[config.mk]
export PLATFORM = sky130hd
export DESIGN_NAME = srm_div
export DESIGN_NICKNAME = d
export VERILOG_FILES = /design/src/rtl/core/srm_pkg.sv /design/src/rtl/core/srm_div.sv
export SDC_FILE = /design/constraint.sdc
export NUM_CORES = 1
export LEC_CHECK = 0
export BUFFER_PORTS_ARGS = -buffer_cell sky130_fd_sc_hd__buf_2
export CAP_MARGIN = 10
export CORE_UTILIZATION = 34
export CTS_BUF_LIST = sky130_fd_sc_hd__clkbuf_16
export CTS_CLUSTER_SIZE = 40
export DETAILED_ROUTE_END_ITERATION = 8
export GPL_TIMING_DRIVEN = 0
export MAX_ROUTING_LAYER = met4
export PLACE_DENSITY = 0.6
export SYNTH_ARGS = -nofsm -noshare
export SYNTH_HDL_FRONTEND = slang
export SYNTH_SLANG_ARGS = --single-unit
[constraint.sdc]
create_clock -name clk -period 12.3 [get_ports clk]
set_clock_uncertainty 0.05 [all_clocks]
set_input_delay 1.845 -clock clk [delete_from_list [all_inputs] [get_ports clk]]
set_output_delay 1.845 -clock clk [all_outputs]
set_load 0.05 [all_outputs]
[src/rtl/core/srm_pkg.sv]
// ----------------------------------------------------------------------------
// srm_pkg: shared types and constants of the sphere ray march shader
// Register indexes, reset values, palette limits and unit status type.
// ----------------------------------------------------------------------------
package srm_pkg;

  typedef struct packed {
    logic busy;
    logic done;
  } srm_unit_sts_t;

  typedef enum logic [2:0] {
    REG_MAX_DEPTH     = 3'd0,
    REG_HIT_THRESHOLD = 3'd1,
    REG_NORMAL_OFFSET = 3'd2,
    REG_MAX_STEPS     = 3'd3,
    REG_SPHERE_RADIUS = 3'd4,
    REG_CAMERA_Z      = 3'd5
  } srm_reg_t;

  localparam logic [15:0] RST_MAX_DEPTH     = 16'd25600;
  localparam logic [15:0] RST_HIT_THRESHOLD = 16'd1678;
  localparam logic [15:0] RST_NORMAL_OFFSET = 16'd1678;
  localparam logic [7:0]  RST_MAX_STEPS     = 8'd200;
  localparam logic [14:0] RST_SPHERE_RADIUS = 15'd4096;
  localparam logic [14:0] RST_CAMERA_Z      = 15'd4121;

  localparam logic [63:0] PAL_LEVELS = 64'd27;
  localparam logic [63:0] SHADE_MAX  = 64'd26;

  function automatic logic [63:0] mag64(logic [63:0] v);
    return v[63] ? (64'd0 - v) : v;
  endfunction

endpackage

[src/rtl/core/srm_div.sv]
// ----------------------------------------------------------------------------
// srm_div: fractional divider
// Low 64 bits of (num << FRAC_BITS) / den, restoring, one bit per cycle.
// ----------------------------------------------------------------------------
module srm_div
  import srm_pkg::*;
#(
  parameter int FRAC_BITS = 24
) (
  input  logic          clk,
  input  logic          rst_n,
  input  logic          start,
  input  logic [63:0]   num,
  input  logic [63:0]   den,
  output srm_unit_sts_t sts,
  output logic [63:0]   quo
);

  localparam int DW = 64 + FRAC_BITS;
  localparam int CW = $clog2(DW + 1);

  logic [DW-1:0] dvd_r;
  logic [63:0]   rem_r, den_r, q_r;
  logic [64:0]   rs;
  logic [CW-1:0] cnt_r;
  logic          run_r, done_r;

  assign rs = {rem_r, dvd_r[DW-1]};

  always_ff @(posedge clk) begin
    if (!rst_n) begin
      run_r  <= 1'b0;
      done_r <= 1'b0;
      cnt_r  <= '0;
    end else begin
      done_r <= 1'b0;
      if (start) begin
        dvd_r <= {num, {FRAC_BITS{1'b0}}};
        den_r <= den;
        rem_r <= 64'd0;
        q_r   <= 64'd0;
        cnt_r <= '0;
        run_r <= 1'b1;
      end else if (run_r) begin
        if (cnt_r != CW'(DW)) begin
          dvd_r <= {dvd_r[DW-2:0], 1'b0};
          cnt_r <= cnt_r + CW'(1);
          if (rs >= {1'b0, den_r}) begin
            rem_r <= 64'(rs - {1'b0, den_r});
            q_r   <= {q_r[62:0], 1'b1};
          end else begin
            rem_r <= rs[63:0];
            q_r   <= {q_r[62:0], 1'b0};
          end
        end else begin
          run_r  <= 1'b0;
          done_r <= 1'b1;
        end
      end
    end
  end

  assign sts.busy = run_r;
  assign sts.done = done_r;
  assign quo      = q_r;

endmodule

Word level (Yosys, flattened, before mapping)

Index checks and enable logic that the tools add are counted.

Register bits after elaboration: 289
Latch bits: 0
RAM bits: 0
ROM bits: 0
Output and inout port bits: 66
Logic and storage cells: 34
Memories: 0

Add/sub/neg operators: 2
Multipliers: 0
Divide/modulo/power cells: 0
Order comparisons: 1
Eq/ne operators: 1
Shifts and indexed selects: 0
Multiplexer cells: 13
Bitwise gates (word level): 2
Reductions and logical operators: 7

Operator list:

| operator                                                       | count |
|---|---|
| 64-bit two-way mux                                             | 5 |
| 88-bit two-way mux                                             | 3 |
| 65-bit by 64-bit >= comparator with 1-bit output               | 1 |
| 64-bit subtractor                                              | 1 |
| 7-bit by 1-bit adder with 7-bit output (second input constant) | 1 |
| 7-bit != test (second input constant)                          | 1 |
| 1-bit two-way mux                                              | 5 |
| 2-bit AND reduction                                            | 2 |
| 2-bit nonzero test                                             | 2 |
| 3-bit AND reduction                                            | 1 |
| 3-bit OR reduction                                             | 1 |
| 1-bit NOT                                                      | 2 |
| 2-bit OR reduction                                             | 1 |

Longest topological paths before layout

Depth after elaboration: 4
Mapped depth: 15
Mapped depth without buffers: 13

Least setup slack after synthesis

OpenSTA, ideal clock, no wires.

Path kind: in2reg
From: input port start
To: register dvd_r[24], enable pin
Library setup time: 0.569 ns
Data arrival time: 6.990 ns
Data required time: 11.681 ns
Path slack: 4.691 ns
Stages on the path: 4
Cell sequence: clkbuf_1 -> clkbuf_1 -> buf_1 -> o21a_1

Longest elaborated chain between the ends: 2
Elaborated cells between the ends (all ways): 3
Those cells by class: 3 x reduce/logical

RTL lines:

| item                              | RTL line      | source |
|---|---|---|
| start, declared                   | srm_div.sv:12 | `input logic start,` |
| 2-bit nonzero test (no line)      | --            |  |
| 3-bit AND reduction (no line) (*) | --            |  |
| end signal, assigned              | srm_div.sv:38 | `dvd_r <= {num, {FRAC_BITS{1'b0}}};` |
| end signal, assigned              | srm_div.sv:46 | `dvd_r <= {dvd_r[DW-2:0], 1'b0};` |
| end, declared                     | srm_div.sv:22 | `logic [DW-1:0] dvd_r;` |

Mark *: on every way between the ends. The rest lies on a longest branch, timed or not.
A chain may end at the register's enable or synchronous reset.

Worst setup path in the final report

From: input port start
To: register dvd_r[37], enable pin

Same word-level chain as after synthesis.

==> flow_metrics.tcl <==
set metrics [dict create \
    fin_crit_ns 4.60 \
    ant_nets 0 \
    syn-cell-area_sq_um 14500 \
    fin_util_pct 41.0 \
    cts-buffers-inserted 30 \
    synth_edf_count 256 \
    start_util_pct 34.6 \
    hold_viol_final 0 \
    finalSetupViolations 0 \
    ys.flop_type "edfxtp_1" \
    drive_gt1_share_pct 21.8 \
    critPathBufInv 5 \
    wl_per_cell_microns 17.5 \
    required_ns 12.51 \
    cp_max_fo 65 \
    r2r_start "dvd_r[87]" \
    wl_microns 36900 \
    first_iter_violations 643 \
    worstMarginPinSlew_ns 1.09 \
    insertion_delay_ns 0.60 \
    p_sw_share_pct 30.7 \
    clockBufferDepth 3 \
    dieArea_sq_um 43600 \
    fp.dieH_microns 209 \
    seq_power_share_pct 43.2 \
    htree_levels 1 \
    cts_tree "done" \
    drv_cap 0 \
    first_pass_iters 5 \
    worst-r2r-cell-count 13 \
    path_class "in2reg" \
    post_cts_buffers 0 \
    worstHoldEndpoint "cnt_r[5]" \
    clockPowerShare_pct 32.4 \
    track_usage_pct 17.3 \
    grt_max_degree 66 \
    cp.arrival_ns 4.81 \
    path_cells "clkbuf_1 > clkbuf_1 > buf_1 > o21a_4 > buf_16 > buf_16" \
    syn_to_final_growth_pct 18.4 \
    grt_pass1_wl_microns 58200 \
    yosys_register_bits 265 \
    yosysWarnings 0 \
    hp-class "reg2reg" \
    port_buffers 195 \
    vdd_drop_max_mv 0.121 \
    outcome "completed" \
    grt_setup_unrepaired "no" \
    hold_depth 2 \
    place_congestion 0.946 \
    cp_top_family "buffers and inverters" \
    p_comb_share_pct 24.4 \
    grt_pass1_vias 10900 \
    power_density_nw_per_um2 149 \
    dieWidth_microns 209 \
    routed_via_density 5.07 \
    fill_cells 4152 \
    avgSynthCellArea_sq_um 11.1 \
    r2r_end "rem_r[40]" \
    post-route-period-util_pct 37.4 \
    power_switching_uw 786 \
    synth_cell_types 68 \
    max_freq_mhz 217 \
    maxSlewHeadroom_pct 25.7 \
    io_pins 197 \
    grt_overflow 0 \
    min_from "cnt_r[5]" \
    reg2reg_slack_ns 8.29 \
    place_area_sq_um 16300 \
    nets 1736 \
    final_max_slew_viol_count 0 \
    cts_root_buf "clkbuf_16" \
    cts_resized 0 \
    max_stage_delay_ns 0.75 \
    end_kind "flip-flop" \
    crit_slowest_cell "buf_1" \
    power.internal_uw 1770 \
    core-area_sq_um 42000 \
    vias 10700 \
    rows 75 \
    clk_pin_slew_ns 0.06 \
    clock-sinks 265 \
    setup_tns_ns 0 \
    timing.final.ws_setup_ns 7.70 \
    postLayoutCellArea_sq_um 17200 \
    place_ws_ns 6.95 \
    yosysSeqAreaShare_pct 54.1 \
    synthesis.nets 1506 \
    async_flop_share_pct 0 \
    dp_hpwl_microns 27100 \
    hold_buffers 0 \
    antenna_found_initial 10 \
    drc_errors 0 \
    synthCells 1308 \
    leakagePower_uw 0.00688 \
    crit_path_start_kind "primary input" \
]
-- routing by layer --
metal,wire (microns),global-route usage (%),part of all wire (%)
met3,2630,4.70,7.1
met5,0,-,0
met1,16600,22.0,45
met4,793,3.83,2.2
met2,16900,27.3,46
-- synthesized netlist by cell type, drive strengths merged, types with 29 or more instances --
| library cell | number | share of area [%] |
|---|---|---|
| nor2 | 62 | 1.6 |
| a21o | 34 | 1.8 |
| xor2 | 29 | 1.7 |
| clkbuf | 57 | 1.5 |
| inv | 79 | 2.0 |
| a21oi | 134 | 4.7 |
| nor2b | 68 | 2.9 |
| ha | 66 | 5.7 |
| edfxtp | 256 | 53 |
| xnor2 | 29 | 1.7 |
| o21ai | 44 | 1.5 |
| nand2 | 144 | 3.7 |
| mux2 | 64 | 5.0 |
-- layout by cell type, fill, tap and decap left out, types with 10 or more instances in the layout --
cell / netlist / final
edfxtp_1: 256 / 256
buf_2: 1 / 196
nand2_1: 144 / 144
a21oi_1: 133 / 133
inv_1: 79 / 91
nor2b_1: 68 / 68
ha_1: 66 / 66
mux2_2: 64 / 64
nor2_1: 62 / 62
clkbuf_1: 57 / 57
o21ai_0: 39 / 39
a21o_1: 34 / 34
clkbuf_16: 0 / 30
xor2_1: 29 / 29
xnor2_1: 29 / 29
nand4_1: 25 / 25
nand3_1: 24 / 24
a211oi_2: 16 / 16
diode_2: 0 / 11
nor3_1: 11 / 11
a31oi_1: 11 / 11
o21bai_1: 11 / 11
o21a_1: 11 / 10
-- stage by stage --
| stage | hold slack (ns) | cells | total power [uW] |
|---|---|---|---|
| floorplan | 0.409 | 1308 | 1590 |
| finish | 0.458 | 2110 | 2560 |
| detailed placement | 0.454 | 2045 | 1750 |
| global route | 0.496 | 2109 | 2690 |
| global placement | 0.438 | 2042 | 1750 |
| CTS | 0.463 | 2099 | 2590 |
-- registers in the layout (all words and copies together) (netlist names) --
name	cells
cnt_r	7
den_r	64
done_r	1
dvd_r	64
quo	64
rem_r	64
run_r	1
-- power by group through the flow --
stage | sequential, uW | clock, uW | combinational [uW]
after floorplan | 1160 | 0 | 421
after global placement | 1130 | 0 | 612
after detailed placement | 1120 | 0 | 624
after CTS | 1110 | 857 | 627
after global routing | 1110 | 889 | 692
final | 1110 | 829 | 625
-- worst min-delay path, cell delays in order (launching register included) --
cell and delay (ns):
dfxtp_1 0.33, o21ai_0 0.07, a21oi_1 0.06
-- layout make-up --
type	instances	area, sq um	share of cell area, %
antenna	11	27.5	0.160
sequential	265	7870	45.7
clock inverter	24	159	0.923
multi-input combinational	890	6040	35.1
inverter	79	297	1.72
buffer	74	350	2.03
clock buffer	30	751	4.36
tap	539	674	3.92
timing repair buffer	198	1060	6.15
-- how the worst max path moves through the flow --
stage	cells after the start	slack (ns)	to	from
final	6	7.70	dvd_r[37]	start
after global placement	4	1.69	dvd_r[39]	start
after global routing	6	7.47	quo[4]	start
after CTS	6	7.58	quo[4]	start
after floorplan	4	4.69	dvd_r[24]	start
after detailed placement	6	6.95	dvd_r[38]	start
-- logic make-up after synthesis --
family,synth area share [%]
DFF,54.1
xor gates and xnor gates,3.49
AOI/OAI and AO/OA,14.0
buffers and inverters,4.45
and+or+nand+nor,13.0
adders and majority gates,5.82
muxes,5.09
No activity file was read; power rests on OpenSTA's default activity.
