==> src/rtl/core/srm_pkg.sv <==
// ----------------------------------------------------------------------------
// srm_pkg: shared types and constants of the sphere ray march shader
// Register indexes, reset values, palette limits and unit status type.
// ----------------------------------------------------------------------------
package srm_pkg;

  typedef struct packed {
    logic busy;
    logic done;
  } srm_unit_sts_t;

  typedef enum logic [2:0] {
    REG_MAX_DEPTH     = 3'd0,
    REG_HIT_THRESHOLD = 3'd1,
    REG_NORMAL_OFFSET = 3'd2,
    REG_MAX_STEPS     = 3'd3,
    REG_SPHERE_RADIUS = 3'd4,
    REG_CAMERA_Z      = 3'd5
  } srm_reg_t;

  localparam logic [15:0] RST_MAX_DEPTH     = 16'd25600;
  localparam logic [15:0] RST_HIT_THRESHOLD = 16'd1678;
  localparam logic [15:0] RST_NORMAL_OFFSET = 16'd1678;
  localparam logic [7:0]  RST_MAX_STEPS     = 8'd200;
  localparam logic [14:0] RST_SPHERE_RADIUS = 15'd4096;
  localparam logic [14:0] RST_CAMERA_Z      = 15'd4121;

  localparam logic [63:0] PAL_LEVELS = 64'd27;
  localparam logic [63:0] SHADE_MAX  = 64'd26;

  function automatic logic [63:0] mag64(logic [63:0] v);
    return v[63] ? (64'd0 - v) : v;
  endfunction

endpackage

==> src/rtl/core/srm_mul.sv <==
// ----------------------------------------------------------------------------
// srm_mul: 64x64 unsigned multiplier
// One 32x32 partial product per cycle, accumulated into a 128-bit sum.
// ----------------------------------------------------------------------------
module srm_mul
  import srm_pkg::*;
(
  input  logic          clk,
  input  logic          rst_n,
  input  logic          start,
  input  logic [63:0]   a,
  input  logic [63:0]   b,
  output srm_unit_sts_t sts,
  output logic [127:0]  prod
);

  logic [63:0]  a_r, b_r, pp_r;
  logic [2:0]   cnt_r;
  logic [1:0]   sh_r;
  logic         run_r, pv_r, done_r;
  logic [127:0] acc_r;
  logic [31:0]  a_half, b_half;
  logic [63:0]  pp_c;
  logic [127:0] pp_sh;

  assign a_half = cnt_r[1] ? a_r[63:32] : a_r[31:0];
  assign b_half = cnt_r[0] ? b_r[63:32] : b_r[31:0];
  assign pp_c   = a_half * b_half;

  always_comb begin
    case (sh_r)
      2'd0:    pp_sh = {64'd0, pp_r};
      2'd1:    pp_sh = {32'd0, pp_r, 32'd0};
      default: pp_sh = {pp_r, 64'd0};
    endcase
  end

  always_ff @(posedge clk) begin
    if (!rst_n) begin
      run_r  <= 1'b0;
      pv_r   <= 1'b0;
      done_r <= 1'b0;
      cnt_r  <= 3'd0;
    end else begin
      done_r <= 1'b0;
      if (start) begin
        a_r   <= a;
        b_r   <= b;
        cnt_r <= 3'd0;
        run_r <= 1'b1;
        pv_r  <= 1'b0;
        acc_r <= 128'd0;
      end else if (run_r) begin
        if (cnt_r != 3'd4) begin
          pp_r  <= pp_c;
          sh_r  <= {1'b0, cnt_r[1]} + {1'b0, cnt_r[0]};
          pv_r  <= 1'b1;
          cnt_r <= cnt_r + 3'd1;
        end else begin
          pv_r   <= 1'b0;
          run_r  <= 1'b0;
          done_r <= 1'b1;
        end
        if (pv_r) begin
          acc_r <= acc_r + pp_sh;
        end
      end
    end
  end

  assign sts.busy = run_r;
  assign sts.done = done_r;
  assign prod     = acc_r;

endmodule

==> config.mk <==
export PLATFORM = sky130hd
export DESIGN_NAME = srm_mul
export DESIGN_NICKNAME = d
export VERILOG_FILES = /design/src/rtl/core/srm_pkg.sv /design/src/rtl/core/srm_mul.sv
export SDC_FILE = /design/constraint.sdc
export NUM_CORES = 2
export LEC_CHECK = 0
export ABC_CLOCK_PERIOD_IN_PS = 10800
export BUFFER_PORTS_ARGS = -buffer_cell sky130_fd_sc_hd__buf_2
export CAP_MARGIN = 10
export CORE_MARGIN = 3
export CORE_UTILIZATION = 55
export DETAILED_ROUTE_END_ITERATION = 8
export GPL_TIMING_DRIVEN = 0
export HOLD_SLACK_MARGIN = 0.02
export PLACE_DENSITY = 0.72
export SLEW_MARGIN = 20
export SYNTH_ARGS = -nofsm -noshare
export SYNTH_HDL_FRONTEND = slang
export SYNTH_SLANG_ARGS = --single-unit
==> constraint.sdc <==
create_clock -name clk -period 10.8 [get_ports clk]
set_input_delay 0 -clock clk [delete_from_list [all_inputs] [get_ports clk]]
set_output_delay 0 -clock clk [all_outputs]
set_load 0.02 [all_outputs]
Word level (Yosys, flattened, before mapping)
Index checks and enable logic that the tools add are counted.
{"block": "totals", "regBits": 328, "in_bits": 131, "output_inout_bits": 130, "word_cells": 36}
{"block": "op_classes", "add_sub_neg": 3, "multipliers": 1, "n_eq_ne": 2, "mux": 9, "bitwise": 3, "n_reduce_logical": 9}
{"operator": "128-bit 2-to-1 mux", "n": 2}
{"operator": "128-bit case mux with 2 select lines", "n": 1}
{"operator": "128-bit adder", "n": 1}
{"operator": "32-bit by 32-bit multiplier with 64-bit output", "n": 1}
{"operator": "32-bit 2-to-1 mux", "n": 2}
{"operator": "1-bit 2-to-1 mux", "n": 4}
{"operator": "2-bit AND reduction", "n": 2}
{"operator": "4-bit AND reduction", "n": 1}
{"operator": "2-bit nonzero test", "n": 2}
{"operator": "3-bit by 1-bit adder with 3-bit output, second input constant", "n": 1}
{"operator": "3-bit inequality test, second input constant", "n": 1}
{"operator": "1-bit NOT", "n": 3}
{"operator": "3-bit AND reduction", "n": 1}
{"operator": "3-bit OR reduction", "n": 1}
{"operator": "1-bit by 1-bit adder with 2-bit output", "n": 1}
{"operator": "2-bit by 1-bit equality test with 1-bit output, second input constant", "n": 1}
{"operator": "2-bit zero test", "n": 1}
{"operator": "2-bit OR reduction", "n": 1}

Depth between registers and ports, before layout
{"block": "logic_depth", "ltp_word": 5, "mapped_depth": 33, "ltp_nobuf": 29}

Worst setup path after synthesis
Ideal clock, no wire load.
{"block": "synth_timing", "path_kind": "register -> register", "startpoint": "register cnt_r[0]", "endpoint": "register pp_r[49], data pin", "setup_ps": 260, "arrival_time_ps": 8711, "t_required_ps": 10540, "path_slack_ps": 1829, "stages_incl_launch_ff": 32, "n_path_buf": 5, "period_less_slack_ps": 8971, "cell_sequence": "dfxtp_1 -> clkbuf_1 -> clkbuf_1 -> buf_1 -> clkbuf_1 -> mux2_2 -> nand2_1 -> fa_1 -> fa_1 -> fa_1 -> fa_1 -> inv_1 -> fa_1 -> inv_1 -> fa_1 -> inv_1 -> fa_1 -> inv_1 -> fa_1 -> inv_1 -> ha_1 -> clkbuf_1 -> o21ai_0 -> o31ai_1 -> a221o_1 -> a221oi_2 -> nand2_1 -> a21o_1 -> or4b_4 -> a31oi_4 -> o21ai_2 -> xor2_1"}
{"block": "synth_between", "elab_chain_len": 2}
{"item": "from (decl)", "line_no": "srm_mul.sv:18", "text": "logic [2:0] cnt_r;"}
{"item": "from (signal assigned)", "line_no": "srm_mul.sv:58", "text": "cnt_r <= cnt_r + 3'd1;"}
{"item": "32-bit 2-to-1 mux", "line_no": "srm_mul.sv:27", "text": "assign b_half = cnt_r[0] ? b_r[63:32] : b_r[31:0];"}
{"item": "32-bit by 32-bit multiplier with 64-bit output", "line_no": "srm_mul.sv:28", "text": "assign pp_c = a_half * b_half;"}
{"item": "net pp_c[49]", "line_no": "srm_mul.sv:23", "text": "logic [63:0] pp_c;"}
{"item": "to (signal assigned)", "line_no": "srm_mul.sv:55", "text": "pp_r <= pp_c;"}
{"item": "to (decl)", "line_no": "srm_mul.sv:17", "text": "logic [63:0] a_r, b_r, pp_r;"}
The timed path passes the listed nets, and every way through them passes these cells.
A chain may end at the register's enable or synchronous reset.

Worst setup path in the final report
{"block": "layout_timing", "startpoint": "register cnt_r[0]", "endpoint": "register pp_r[63], data pin"}
Same word-level chain as after synthesis.

==> run_summary.xml <==
<?xml version="1.0" encoding="UTF-8"?>
<metrics>
  <group name="drt">
    <metric name="wl_per_cell" unit="um">29.2</metric>
    <metric name="detail_routed_via_count_per_cell" unit="">6.12</metric>
    <metric name="initialDrtViolationCount" unit="">5362</metric>
    <metric name="via_count" unit="">47800</metric>
    <metric name="wl" unit="um">228000</metric>
    <metric name="route.antenna.remaining_nets" unit="">0</metric>
    <metric name="drt-pass1-iter-count" unit="">6</metric>
    <metric name="drc_errors" unit="">0</metric>
  </group>
  <group name="run">
    <metric name="drv.max_cap_violation_count" unit="">0</metric>
  </group>
  <group name="synth">
    <metric name="synth_cell_types" unit="">97</metric>
    <metric name="synth_area" unit="mm2">0.0546</metric>
    <metric name="synth.avg_cell_area" unit="um2">9.01</metric>
    <metric name="netlist_top_cells_area" unit="">sky130_fd_sc_hd__fa_1 33%, sky130_fd_sc_hd__edfxtp_1 18%, sky130_fd_sc_hd__ha_1 9.0%</metric>
    <metric name="ys_seq_elements" unit="">328</metric>
    <metric name="edff_count_synth" unit="">322</metric>
    <metric name="synthesis.instances" unit="">6055</metric>
    <metric name="synth_top_area_share" unit="%">32.9</metric>
    <metric name="synth_fp_nets" unit="">7475</metric>
    <metric name="synthArstFlopShare" unit="%">0</metric>
    <metric name="synth.yosys.warnings" unit="">0</metric>
    <metric name="synth.yosys.seq_area_share" unit="%">17.9</metric>
    <metric name="yosysTopAreaCell" unit="">sky130_fd_sc_hd__fa_1</metric>
    <metric name="synth_ff_type" unit="">sky130_fd_sc_hd__edfxtp_1</metric>
  </group>
  <group name="final_layout">
    <metric name="layout.cells.most_common_list" unit="">950 x sky130_fd_sc_hd__inv_1, 897 x sky130_fd_sc_hd__fa_1, 863 x sky130_fd_sc_hd__nor2_1, 701 x sky130_fd_sc_hd__nand2_1, 392 x sky130_fd_sc_hd__ha_1</metric>
    <metric name="final_area" unit="mm2">0.0609</metric>
    <metric name="num-nets-final" unit="">7923</metric>
    <metric name="final_common_cell" unit="">sky130_fd_sc_hd__inv_1</metric>
    <metric name="post_route_cells_drive_above_1_share" unit="%">9.31</metric>
    <metric name="syn2layout_area_growth" unit="%">11.7</metric>
    <metric name="finalNonFillerCells" unit="">7812</metric>
  </group>
  <group name="worst_setup_path">
    <metric name="required" unit="ns">11.16</metric>
    <metric name="worst_setup_path_end_kind" unit="">register</metric>
    <metric name="timing.setup.critical_path_class" unit="">reg -&gt; reg</metric>
    <metric name="r2r.worst_path.cells" unit="">26</metric>
    <metric name="worst-r2r-setup-slack" unit="ns">-0.04</metric>
    <metric name="timing.critical_path.from_type" unit="">register</metric>
    <metric name="worst-path-max-fanout" unit="">10</metric>
    <metric name="critical_path_arrival" unit="ns">11.20</metric>
  </group>
  <group name="sta">
    <metric name="postLayoutSetupSlackWorst" unit="ns">-0.0436</metric>
    <metric name="setup_viol_count_final" unit="">1</metric>
    <metric name="max_clk_rate" unit="MHz">92.2</metric>
    <metric name="tightestPinTransition" unit="ns">1.25</metric>
    <metric name="timing.max_slew.rel_slack" unit="%">17.0</metric>
    <metric name="timing.final.max_slew_violations" unit="">0</metric>
    <metric name="final-hold-violation-count" unit="">0</metric>
    <metric name="worst_hold_slack" unit="ns">0.0703</metric>
    <metric name="layout_worst_path_cycle_share" unit="%">100</metric>
    <metric name="fin_worst_skew" unit="ns">0.0305</metric>
    <metric name="final.min_clock_period" unit="ns">10.84</metric>
  </group>
  <group name="cts">
    <metric name="cts_buffers" unit="">40</metric>
    <metric name="worst_setup_hold_path_clk_slew" unit="ns">0.07</metric>
    <metric name="tritoncts" unit="">built</metric>
    <metric name="clk_buf_depth" unit="">3</metric>
    <metric name="clk-insertion-delay-late" unit="ns">0.64</metric>
    <metric name="root_buffer" unit="">sky130_fd_sc_hd__clkbuf_16</metric>
    <metric name="cts_num_sinks" unit="">328</metric>
    <metric name="ctsHtreeMaxLevel" unit="">2</metric>
  </group>
  <group name="die">
    <metric name="chipWidth" unit="um">321</metric>
    <metric name="design.core.area" unit="mm2">0.0976</metric>
    <metric name="placement_row_count" unit="">114</metric>
    <metric name="ioPinCount" unit="">261</metric>
    <metric name="design.die.area" unit="mm2">0.103</metric>
    <metric name="dieHeight" unit="um">321</metric>
    <metric name="initial_utilization" unit="%">55.9</metric>
  </group>
  <group name="global_route">
    <metric name="groute.usage.overall" unit="%">44.5</metric>
    <metric name="grt_pass1_wl" unit="um">328000</metric>
    <metric name="first_global_vias" unit="">48700</metric>
    <metric name="grt_start_max_net_pins" unit="">66</metric>
    <metric name="initial_antenna_violation_count" unit="">4</metric>
    <metric name="grt_overflow_total" unit="">0</metric>
  </group>
  <group name="placement">
    <metric name="gpl.final_weighted_congestion" unit="">1.11</metric>
    <metric name="dp_hpwl" unit="um">186000</metric>
    <metric name="postPlaceCellArea" unit="mm2">0.0580</metric>
    <metric name="buffer_ports.inserted" unit="">260</metric>
    <metric name="placed_cells" unit="">7607</metric>
  </group>
  <group name="worst_hold_path">
    <metric name="min-delay-path-class" unit="">in -&gt; reg</metric>
    <metric name="whs_path_depth" unit="">2</metric>
  </group>
  <group name="outcome">
    <metric name="failed_checks" unit="">negative setup slack</metric>
    <metric name="outcome" unit="">complete, but fails checks</metric>
  </group>
</metrics>
-- final timing paths --
path / startpoint / end
hold / removal: a[10] / a_r[10]
hold reg to reg: cnt_r[2] / done_r
setup / recovery: cnt_r[0] / pp_r[63]
setup reg to reg: cnt_r[0] / pp_r[63]
-- synthesized netlist by cell type (all sizes together), types with 4 or more instances --
master   instances
inv            950
fa             897
nor2           864
nand2          701
ha             392
edfxtp         322
a21oi          279
clkbuf         269
o21ai          201
a21o           112
xnor2          101
mux2i          100
nand4           92
nor3            76
mux2            74
and2            72
o21bai          58
xor2            50
buf             48
nand3           42
o21a            34
nor2b           30
a31oi           26
or3             24
a211oi          18
and3            16
and4            16
nand2b          14
o211ai          14
o31ai           14
or2             14
a21boi          13
nor4            12
nor3b            9
a2111oi          8
o221ai           8
a221oi           6
dfxtp            6
nand4b           5
o2111ai          5
o311ai           5
a311oi           4
-- flip-flops by register name, summed over array words and instances, names as in the netlist --
signal	count
prod	128
a_r	64
b_r	64
pp_r	64
cnt_r	3
sh_r	2
done_r	1
pv_r	1
run_r	1
-- layer usage --
metal	track usage, %	part of all wire, %	up-vias
met4	33.9	9.8	4
met1	53.3	36	23400
met5	0	0.027	-
met2	67.7	43	3166
li1	-	-	20400
met3	13.5	12	890
-- final cells by class --
| cell class | count | area, um2 |
|---|---|---|
| Clock inverter | 24 | 267 |
| Inverter | 950 | 3570 |
| Buffer | 311 | 1340 |
| Sequential cell | 328 | 9790 |
| Tap cell | 1276 | 1600 |
| Multi-Input combinational cell | 4460 | 40400 |
| Antenna cell | 6 | 15.0 |
| Timing Repair Buffer | 412 | 2930 |
| Fill cell | 8472 | 36600 |
| Clock buffer | 45 | 1050 |
-- worst max-delay path, stage by stage, from the launching register on --
cell                       delay (ns)
sky130_fd_sc_hd__dfxtp_1         0.33
sky130_fd_sc_hd__clkbuf_1        0.45
sky130_fd_sc_hd__clkbuf_4        0.56
sky130_fd_sc_hd__mux2i_2         0.73
sky130_fd_sc_hd__buf_1           0.75
sky130_fd_sc_hd__nor2_1          0.13
sky130_fd_sc_hd__fa_1            0.62
sky130_fd_sc_hd__inv_1           0.08
sky130_fd_sc_hd__fa_1            0.45
sky130_fd_sc_hd__fa_1            0.52
sky130_fd_sc_hd__fa_1            0.54
sky130_fd_sc_hd__inv_1           0.05
sky130_fd_sc_hd__fa_1            0.48
sky130_fd_sc_hd__fa_1            0.62
sky130_fd_sc_hd__fa_1            0.45
sky130_fd_sc_hd__fa_1            0.69
sky130_fd_sc_hd__ha_1            0.43
sky130_fd_sc_hd__nand2_1         0.30
sky130_fd_sc_hd__nor2_1          0.08
sky130_fd_sc_hd__a211oi_1        0.30
sky130_fd_sc_hd__o41ai_1         0.13
sky130_fd_sc_hd__nor2_1          0.58
sky130_fd_sc_hd__o31ai_2         0.27
sky130_fd_sc_hd__a211oi_2        0.43
sky130_fd_sc_hd__o41ai_2         0.18
sky130_fd_sc_hd__a221oi_2        0.28
sky130_fd_sc_hd__xnor2_1         0.13
-- kinds of logic after synthesis --
| kind of cell | count (synthesis) | share of synthesized area, % |
|---|---|---|
| simple gates | 2006 | 15.8 |
| fa+ha+maj | 1289 | 41.9 |
| buf+inv | 1267 | 8.81 |
| compound gates | 840 | 9.75 |
| flops | 328 | 17.9 |
| mux | 174 | 3.37 |
| xor+xnor | 151 | 2.42 |
-- metrics by stage --
| step | setup WS [ns] | TNS (ns) | util (%) |
|---|---|---|---|
| finish | -0.0436 | -0.0436 | 62.5 |
| floorplan | 1.83 | 0 | - |
| CTS | 0.00378 | 0 | 62.2 |
| detailed placement | -1.51 | -21.55 | 59.4 |
| global placement | -1.62 | -57.42 | 58.9 |
| global route | -0.0461 | -0.136 | 62.5 |
-- what timing repair did --
action,CTS,global route
setup buffers,0,6
hold endpoints to repair,153,0
setup endpoints to repair,31,21
gates resized for setup,47,101
hold buffers,130,0
Power is not shown: default switching activity piles up to over one toggle a cycle in this logic, so the estimate is an artifact.
