--- config.mk ---
export PLATFORM = sky130hd
export DESIGN_NAME = srm_sqrt
export DESIGN_NICKNAME = d
export VERILOG_FILES = /design/src/rtl/core/srm_pkg.sv /design/src/rtl/core/srm_sqrt.sv
export SDC_FILE = /design/constraint.sdc
export NUM_CORES = 1
export LEC_CHECK = 0
export BUFFER_PORTS_ARGS = -buffer_cell sky130_fd_sc_hd__buf_4
export CORE_ASPECT_RATIO = 1.25
export CORE_UTILIZATION = 38
export CTS_CLUSTER_DIAMETER = 120
export DETAILED_ROUTE_END_ITERATION = 8
export GPL_TIMING_DRIVEN = 0
export SYNTH_ARGS = -nofsm -noshare
export SYNTH_HDL_FRONTEND = slang
export SYNTH_SLANG_ARGS = --single-unit
--- constraint.sdc ---
create_clock -name clk -period 17.8 [get_ports clk]
set_input_delay 2.67 -clock clk [delete_from_list [all_inputs] [get_ports clk]]
set_output_delay 2.67 -clock clk [all_outputs]
set_load 0.03 [all_outputs]
--- src/rtl/core/srm_pkg.sv ---
// ----------------------------------------------------------------------------
// srm_pkg: shared types and constants of the sphere ray march shader
// Register indexes, reset values, palette limits and unit status type.
// ----------------------------------------------------------------------------
package srm_pkg;

  typedef struct packed {
    logic busy;
    logic done;
  } srm_unit_sts_t;

  typedef enum logic [2:0] {
    REG_MAX_DEPTH     = 3'd0,
    REG_HIT_THRESHOLD = 3'd1,
    REG_NORMAL_OFFSET = 3'd2,
    REG_MAX_STEPS     = 3'd3,
    REG_SPHERE_RADIUS = 3'd4,
    REG_CAMERA_Z      = 3'd5
  } srm_reg_t;

  localparam logic [15:0] RST_MAX_DEPTH     = 16'd25600;
  localparam logic [15:0] RST_HIT_THRESHOLD = 16'd1678;
  localparam logic [15:0] RST_NORMAL_OFFSET = 16'd1678;
  localparam logic [7:0]  RST_MAX_STEPS     = 8'd200;
  localparam logic [14:0] RST_SPHERE_RADIUS = 15'd4096;
  localparam logic [14:0] RST_CAMERA_Z      = 15'd4121;

  localparam logic [63:0] PAL_LEVELS = 64'd27;
  localparam logic [63:0] SHADE_MAX  = 64'd26;

  function automatic logic [63:0] mag64(logic [63:0] v);
    return v[63] ? (64'd0 - v) : v;
  endfunction

endpackage

--- src/rtl/core/srm_sqrt.sv ---
// ----------------------------------------------------------------------------
// srm_sqrt: integer square root
// Floor root of a 128-bit radicand, one result bit per cycle.
// ----------------------------------------------------------------------------
module srm_sqrt
  import srm_pkg::*;
(
  input  logic          clk,
  input  logic          rst_n,
  input  logic          start,
  input  logic [127:0]  rad,
  output srm_unit_sts_t sts,
  output logic [63:0]   root
);

  logic [127:0] rad_r;
  logic [67:0]  rem_r, rem_sh, trial;
  logic [63:0]  root_r;
  logic [6:0]   cnt_r;
  logic         run_r, done_r;

  assign rem_sh = {rem_r[65:0], rad_r[127:126]};
  assign trial  = {2'b00, root_r, 2'b01};

  always_ff @(posedge clk) begin
    if (!rst_n) begin
      run_r  <= 1'b0;
      done_r <= 1'b0;
      cnt_r  <= 7'd0;
    end else begin
      done_r <= 1'b0;
      if (start) begin
        rad_r  <= rad;
        rem_r  <= 68'd0;
        root_r <= 64'd0;
        cnt_r  <= 7'd0;
        run_r  <= 1'b1;
      end else if (run_r) begin
        if (cnt_r != 7'd64) begin
          rad_r <= {rad_r[125:0], 2'b00};
          cnt_r <= cnt_r + 7'd1;
          if (rem_sh >= trial) begin
            rem_r  <= rem_sh - trial;
            root_r <= {root_r[62:0], 1'b1};
          end else begin
            rem_r  <= rem_sh;
            root_r <= {root_r[62:0], 1'b0};
          end
        end else begin
          run_r  <= 1'b0;
          done_r <= 1'b1;
        end
      end
    end
  end

  assign sts.busy = run_r;
  assign sts.done = done_r;
  assign root     = root_r;

endmodule

* Word level (Yosys, flattened, before mapping) *
Index checks and enable logic that the tools add are counted.

storage, ports and cells
  input port bits = 131
  bits in registers = 267
  output and inout bits = 66

cells by class
  add/sub/neg operators = 2
  reductions and logical operators = 6
  magnitude comparators = 1
  muxes and demuxes = 13
  equal/unequal tests = 1
  bitwise operators = 2

operator list
  operator               number
  $mux W128              3
  $mux W66               3
  $mux W64               2
  $ge A68 B66 Y1         1
  $sub A66 B66 Y66       1
  $add A7 B1 Y7 const B  1
  $ne A7 B7 Y1 const B   1
  $mux W1                5
  $reduce_bool A2 Y1     2
  $reduce_and A3 Y1      1
  $reduce_or A3 Y1       1
  $not A1 Y1             2
  $reduce_and A2 Y1      1
  $reduce_or A2 Y1       1

* Logic depth before layout (Yosys ltp) *
Gate-level depths: netlist of run 1.

  word-level depth = 4
  mapped depth = 15
  gate-level depth less buffers = 13

* Least setup slack after synthesis of run 1 *
OpenSTA, ideal clock, no wires.

  path type = input to register
  start = input port start
  end = register rad_r[0] (enable)
  setup time = 643 ps
  slack = 8,158 ps
  required time = 17,157 ps
  data arrival time = 8,999 ps
  path buffers = 2
  stages = 3
  path through = clkbuf_1 -> clkbuf_1 -> o21a_1

between the ends
  cells in the longest elaborated chain, start to end = 2
  elaborated cells between the ends (all ways) = 3

RTL lines
  item                             RTL line        source
  start: declaration               srm_sqrt.sv:10  input logic start,
  $reduce_bool A2 Y1 (no line)     -
  $reduce_and A3 Y1 (no line) (*)  -
  end signal: assignment           srm_sqrt.sv:33  rad_r <= rad;
  end signal: assignment           srm_sqrt.sv:40  rad_r <= {rad_r[125:0], 2'b00};
  end: declaration                 srm_sqrt.sv:16  logic [127:0] rad_r;

Every way passes the cells marked *; elsewhere a longest branch is shown, timed or not.
A chain may end at the register's enable or synchronous reset.

* Worst setup path after layout of run 1 *
  start = input port start
  end = register root_r[30], in the netlist root[30] (enable)

between the ends
  cells in the longest elaborated chain, start to end = 2
  elaborated cells between the ends (all ways) = 3

RTL lines
  item                             RTL line        source
  $reduce_bool A2 Y1 (no line)     -
  $reduce_and A3 Y1 (no line) (*)  -
  end signal: assignment           srm_sqrt.sv:44  root_r <= {root_r[62:0], 1'b1};
  end signal: assignment           srm_sqrt.sv:47  root_r <= {root_r[62:0], 1'b0};
  end: declaration                 srm_sqrt.sv:18  logic [63:0] root_r;

Marks and branches as above.

==> results of run 1 <==
## cells in the mapped netlist, types with 2 or more instances
library cell / number
nand4_1: 19
nand2b_1: 7
a22o_1: 7
mux2_2: 127
a211o_1: 3
o21a_1: 11
nor3_1: 12
and3_1: 4
a31oi_1: 11
nand3b_1: 4
or4_1: 3
or3_1: 5
o21ai_0: 41
buf_4: 3
edfxtp_1: 258
dfxtp_1: 9
o31a_1: 2
nor2_1: 161
clkbuf_1: 56
a31o_2: 2
xnor2_1: 40
and4_1: 4
buf_12: 4
nor4_1: 5
ha_1: 68
xor2_1: 26
inv_1: 87
a211oi_1: 16
a21boi_0: 5
a21o_1: 41
o21ai_1: 2
a21oi_1: 80
buf_2: 5
nor2b_1: 7
mux2i_1: 51
o41ai_1: 3
o21bai_1: 19
and2_1: 9
nand2_1: 58
nand3_1: 16
nor3b_1: 2
a41oi_1: 3
o211ai_1: 3
## layout make-up
| type | instances | area [um2] | share of cell area, % |
|---|---|---|---|
| sequential | 267 | 7930 | 43.2 |
| buffer | 69 | 349 | 1.90 |
| multi-input combinational | 899 | 6570 | 35.8 |
| inverter | 87 | 327 | 1.78 |
| clock inverter | 15 | 179 | 0.976 |
| timing repair buffer | 200 | 1570 | 8.58 |
| clock buffer | 38 | 790 | 4.31 |
| tap | 498 | 623 | 3.40 |
## flip-flops by register name, summed over array words and instances, names as in the netlist
register / count
run_r: 1
cnt_r: 7
rem_r: 66
root: 64
done_r: 1
rad_r: 128
## stage by stage
stage          power [mW]  cells
2_1_floorplan        1.17   1322
5_1_grt              2.01   2073
4_1_cts              1.93   2073
3_5_place_dp         1.30   2020
3_3_place_gp         1.31   2016
6_report             1.91   2073
## placed cells by master, fill, tap and decap left out, types with 5 or more instances in the layout
| cell type | Yosys | layout |
|---|---|---|
| a211oi_1 | 16 | 16 |
| a21boi_0 | 5 | 5 |
| a21o_1 | 41 | 41 |
| a21oi_1 | 80 | 80 |
| a22o_1 | 7 | 7 |
| a31oi_1 | 11 | 11 |
| and2_1 | 9 | 9 |
| buf_12 | 4 | 5 |
| buf_2 | 5 | 5 |
| buf_4 | 3 | 199 |
| clkbuf_1 | 56 | 62 |
| clkbuf_16 | 0 | 29 |
| dfxtp_1 | 9 | 9 |
| edfxtp_1 | 258 | 258 |
| ha_1 | 68 | 68 |
| inv_1 | 87 | 87 |
| mux2_2 | 127 | 127 |
| mux2i_1 | 51 | 51 |
| nand2_1 | 58 | 58 |
| nand2b_1 | 7 | 7 |
| nand3_1 | 16 | 16 |
| nand4_1 | 19 | 19 |
| nor2_1 | 161 | 161 |
| nor2b_1 | 7 | 7 |
| nor3_1 | 12 | 12 |
| nor4_1 | 5 | 5 |
| o21a_1 | 11 | 10 |
| o21ai_0 | 41 | 41 |
| o21bai_1 | 19 | 19 |
| or3_1 | 5 | 5 |
| xnor2_1 | 40 | 40 |
| xor2_1 | 26 | 26 |
## worst max path at each step
stage | from | to | slack, ps | cells past startpoint
5_1_grt | start | rem_r[31]$_SDFFCE_PP0P_ | 12210 | 7
3_3_place_gp | start | root[31]$_SDFFCE_PP0P_ | 4790 | 4
4_1_cts | start | rem_r[30]$_SDFFCE_PP0P_ | 12380 | 7
3_5_place_dp | start | root[29]$_SDFFCE_PP0P_ | 11790 | 7
2_1_floorplan | start | rad_r[0]$_SDFFCE_PN0P_ | 8160 | 3
6_report | start | root[30]$_SDFFCE_PP0P_ | 12470 | 7
## critical path, stage by stage
cell      delay (ps)
buf_4             90
clkbuf_1         530
clkbuf_1         530
o21a_4           650
buf_16           370
buf_16           300
buf_16           300
## layer usage
metal	part of all wire, %	track usage (%)
met5	0	0
met4	2.8	5.96
met1	40	20.0
met2	50	31.2
met3	7.0	4.90
## where the power goes
part	internal, mW	switching, mW
logic	0.222	0.287
clock network	0.368	0.255
registers	0.759	0.0218
total	1.35	0.564
## kinds of logic (layout without fill, tap and decap cells)
kind of cell / count (synthesis) / in the layout / synth area share (%)
compound gates: 264 / 264 / 11.2
simple gates: 323 / 323 / 9.81
flops: 267 / 267 / 52.3
mux: 178 / 178 / 12.8
buf+inv: 156 / 409 / 4.46
fa+ha+maj: 68 / 68 / 5.61
xor+xnor: 66 / 66 / 3.81
==> flow_metrics.tcl, run 1 <==
set metrics [dict create \
    worstHoldStart "run_r$_SDFF_PN0_" \
    fin_hold_ws_ps 522 \
    grt_pass1_wl_um 57200 \
    drtIter0Drc 561 \
    power_density_mw_per_mm2 104 \
    gr-total-overflow 0 \
    yosys.area.top_type "edfxtp_1" \
    final_util_pct 46.8 \
    grt_pass1_vias 11100 \
    die_w_um 181 \
    ys_ff_latch 267 \
    route.detailed.drc 0 \
    dr_total_vias 10700 \
    pin_count 197 \
    period_needed_ps 5330 \
    crit_arrival_ps 5560 \
    hold_viol 0 \
    crit_type "input port to flop" \
    nets 1752 \
    root_buffer "clkbuf_16" \
    cts_setup_buffers 0 \
    cp_max_fo 61 \
    syn_to_final_growth_pct 20.9 \
    gp_congestion 0.861 \
    cp-start-kind "input port" \
    routed_wl_um 35900 \
    grt_max_degree 62 \
    drv_slew 0 \
    cts_tree "yes" \
    numPortBuffers 196 \
    coreArea_mm2 0.0392 \
    final_layout_size_suffix_gt1_share_pct 24.9 \
    die-area_mm2 0.0407 \
    clock_path_buffers 3 \
    dpl_cell_area_mm2 0.0174 \
    htreeDepth 1 \
    ctsResizeCount 0 \
    max_slew_margin_pct 21.9 \
    routedWlPerCell_um 17.3 \
    async_flop_share_pct 0 \
    clk_latency_ps 570 \
    hpwlAfterDp_um 26700 \
    syn_inst 1322 \
    end_kind "flop" \
    synth_edf_count 258 \
    clock.fmax_ghz 0.188 \
    syn-cell-area_mm2 0.0152 \
    die_y_um 225 \
    holdPathStages 2 \
    ys_seq_area_share_pct 52.3 \
    p_leak_nw 7.51 \
    rr_worst_depth 13 \
    postCtsHoldBufs 0 \
    finClkSkew_ps 15.1 \
    ant_nets 0 \
    fillers 3663 \
    holdCritPathClass "flop to flop" \
    antenna_cells 0 \
    clock_sinks 267 \
    post-place-ws_ps 11790 \
    post-route-period-util_pct 29.9 \
    synth_area_per_cell_um2 11.5 \
    finalSetupViolations 0 \
    cts_buffers 29 \
    timing.rr.start "root[19]$_SDFFCE_PP0P_" \
    rsz0062_at_grt "no" \
    hold_end "done_r$_SDFF_PP0_" \
    yosys_warnings 0 \
    tns_ps 0 \
    maxCapViolCount 0 \
    synth_area_leaders "edfxtp_1, mux2_2, ha_1" \
    timing.final.ws_setup_ps 12470 \
    design_area_mm2 0.0183 \
    row_count 81 \
    rr_endpoint "rem_r[61]$_SDFFCE_PP0P_" \
    track_usage_pct 17.5 \
    drt_first_pass_iters 5 \
    clkSlewWorstSetupHoldPaths_ps 60 \
    antenna_found_initial 0 \
    ir_worst_vdd_uv 61.1 \
    r2r_slack_ps 13780 \
    status "completed" \
    syn_nets 1521 \
    initial_core_util_pct 38.7 \
    avgViaCountPerCell 5.18 \
    worstPathRequired_ps 18030 \
    worstMarginPinSlew_ps 1160 \
    netlist.area_leader.share_pct 51.1 \
    synthFlopType "edfxtp_1" \
    synth_cell_types 66 \
]
Note: power is estimated with default switching activity, not from simulation.
==> run 2: changes to the inputs <==
clock period = 5.5 ns   (was 17.8 ns; I/O delays follow)
==> run 2 against run 1 <==
Utilization is essentially flat; largest power group unchanged; clock skew grew 4.9 ps; first-iteration DRC count grew 6.2%; critical path depth grew 6.
==> flow_metrics.tcl, run 2 (synthesis results as in run 1) <==
set metrics [dict create \
    nets 1753 \
    antenna_cells 0 \
    regMostFlops "rad_r" \
    clock.fmax_ghz 0.251 \
    dr_total_vias 10700 \
    htreeDepth 1 \
    crit_arrival_ps 4400 \
    cp-start-kind "flop" \
    holdPathStages 2 \
    gp_congestion 0.854 \
    post-route-period-util_pct 72.4 \
    holdCritPathClass "flop to flop" \
    cts_setup_buffers 0 \
    routedWlPerCell_um 17.2 \
    clkSlewWorstSetupHoldPaths_ps 60 \
    routed_wl_um 35700 \
    fillers 3699 \
    final_util_pct 46.8 \
    cp_max_fo 8 \
    clock_sinks 267 \
    drtIter0Drc 596 \
    status "completed" \
    final_common_cell "edfxtp_1" \
    largest_reg_flops 128 \
    drt_first_pass_iters 6 \
    grt_pass1_vias 11300 \
    period_needed_ps 3980 \
    cts_tree "yes" \
    coreArea_mm2 0.0392 \
    worstMarginPinSlew_ps 1050 \
    cts_buffers 30 \
    cp_cell_sequence "inv_1, ha_1, clkbuf_1, a21oi_1, o21ai_0, a21o_1, a2111oi_0, nand4_1, o21ai_1, and3_4, nor3_4, nor2_1, a22o_1" \
    max_slew_margin_pct 29.4 \
    hpwlAfterDp_um 26400 \
    final_cell_mix "edfxtp_1, buf_4, nor2_1" \
    antenna_found_initial 0 \
    hold_viol 0 \
    max_stage_delay_ps 580 \
    maxCapViolCount 0 \
    grt_pass1_wl_um 57300 \
    p_leak_nw 7.52 \
    numPortBuffers 196 \
    grt_max_degree 68 \
    finClkSkew_ps 20.0 \
    die_w_um 181 \
    syn_to_final_growth_pct 20.9 \
    pin_count 197 \
    ctsResizeCount 0 \
    drv_slew 0 \
    final_layout_size_suffix_gt1_share_pct 25.0 \
    gr-total-overflow 0 \
    clk_latency_ps 570 \
    power_density_mw_per_mm2 336 \
    crit_type "flop to flop" \
    end_kind "flop" \
    root_buffer "clkbuf_16" \
    row_count 81 \
    tns_ps 0 \
    track_usage_pct 17.4 \
    rsz0062_at_grt "no" \
    finalSetupViolations 0 \
    clock_path_buffers 3 \
    route.detailed.drc 0 \
    ir_worst_vdd_uv 269 \
    ant_nets 0 \
    cp_slowest_cell "nor2_1" \
    die-area_mm2 0.0407 \
    die_y_um 225 \
    avgViaCountPerCell 5.18 \
    rr_worst_depth 13 \
    worstPathRequired_ps 5920 \
    initial_core_util_pct 38.7 \
    postCtsHoldBufs 0 \
]
[run 2: changes by cell type in the layout (fill, tap and decap cells not counted), sizes merged]
cell | before | now
clkinv | 8 | 14
bufinv | 4 | 3
inv | 88 | 87
clkbuf | 94 | 92
[run 2: routing by layer]
layer / part of all wire, % / GRT usage, % / up-vias
met5: 0 / 0 / -
met4: 2.5 / 5.79 / 0
met3: 6.6 / 4.82 / 57
met2: 49 / 31.1 / 237
met1: 41 / 20.0 / 5141
li1: - / - / 5306
[run 2: layout make-up]
type	instances	area, um2	share of cell area [%]
plain buffers	69	349	1.90
clock buffers	36	795	4.33
clock inverters	19	176	0.962
inverters	87	327	1.78
multi-input cells	899	6570	35.8
flip-flops and latches	267	7930	43.2
well taps	498	623	3.40
repair buffers	200	1570	8.58
[run 2: power by group]
group          internal [mW]  leakage, nW  total, mW  switching [mW]
Clock                   1.17        0.474       2.00           0.832
Combinational          0.717         4.48       1.65           0.930
Sequential              2.46         2.57       2.53          0.0706
[run 2: path summary, 6_finish.rpt]
check,start,end,slack [ps]
max,root[19]$_SDFFCE_PP0P_,rem_r[61]$_SDFFCE_PP0P_,1520
min,cnt_r[6]$_SDFFE_PP0P_,cnt_r[6]$_SDFFE_PP0P_,490
max reg2reg,root[19]$_SDFFCE_PP0P_,rem_r[61]$_SDFFCE_PP0P_,1520
min reg2reg,cnt_r[6]$_SDFFE_PP0P_,cnt_r[6]$_SDFFE_PP0P_,490
[run 2: worst max-delay path: cells and delay by family, from the launching register on]
family	cells	cell delay (ps)
and+or+nand+nor	4	1110
AOI/OAI and AO/OA	6	1830
DFF	1	390
buffers and inverters	2	290
adders and majority gates	1	230
[run 2: metrics by stage]
step | total power [mW] | setup slack (ps) | hold slack, ps | cells | cell area [um2]
after floorplan | 3.78 | 361 | 450 | 1322 | 15200
after global placement | 4.20 | -1800 | 473 | 2016 | 17300
after detailed placement | 4.22 | 1480 | 483 | 2020 | 17400
after CTS | 6.25 | 1480 | 478 | 2075 | 18300
after global routing | 6.49 | 1210 | 488 | 2075 | 18300
final | 6.17 | 1520 | 490 | 2075 | 18300
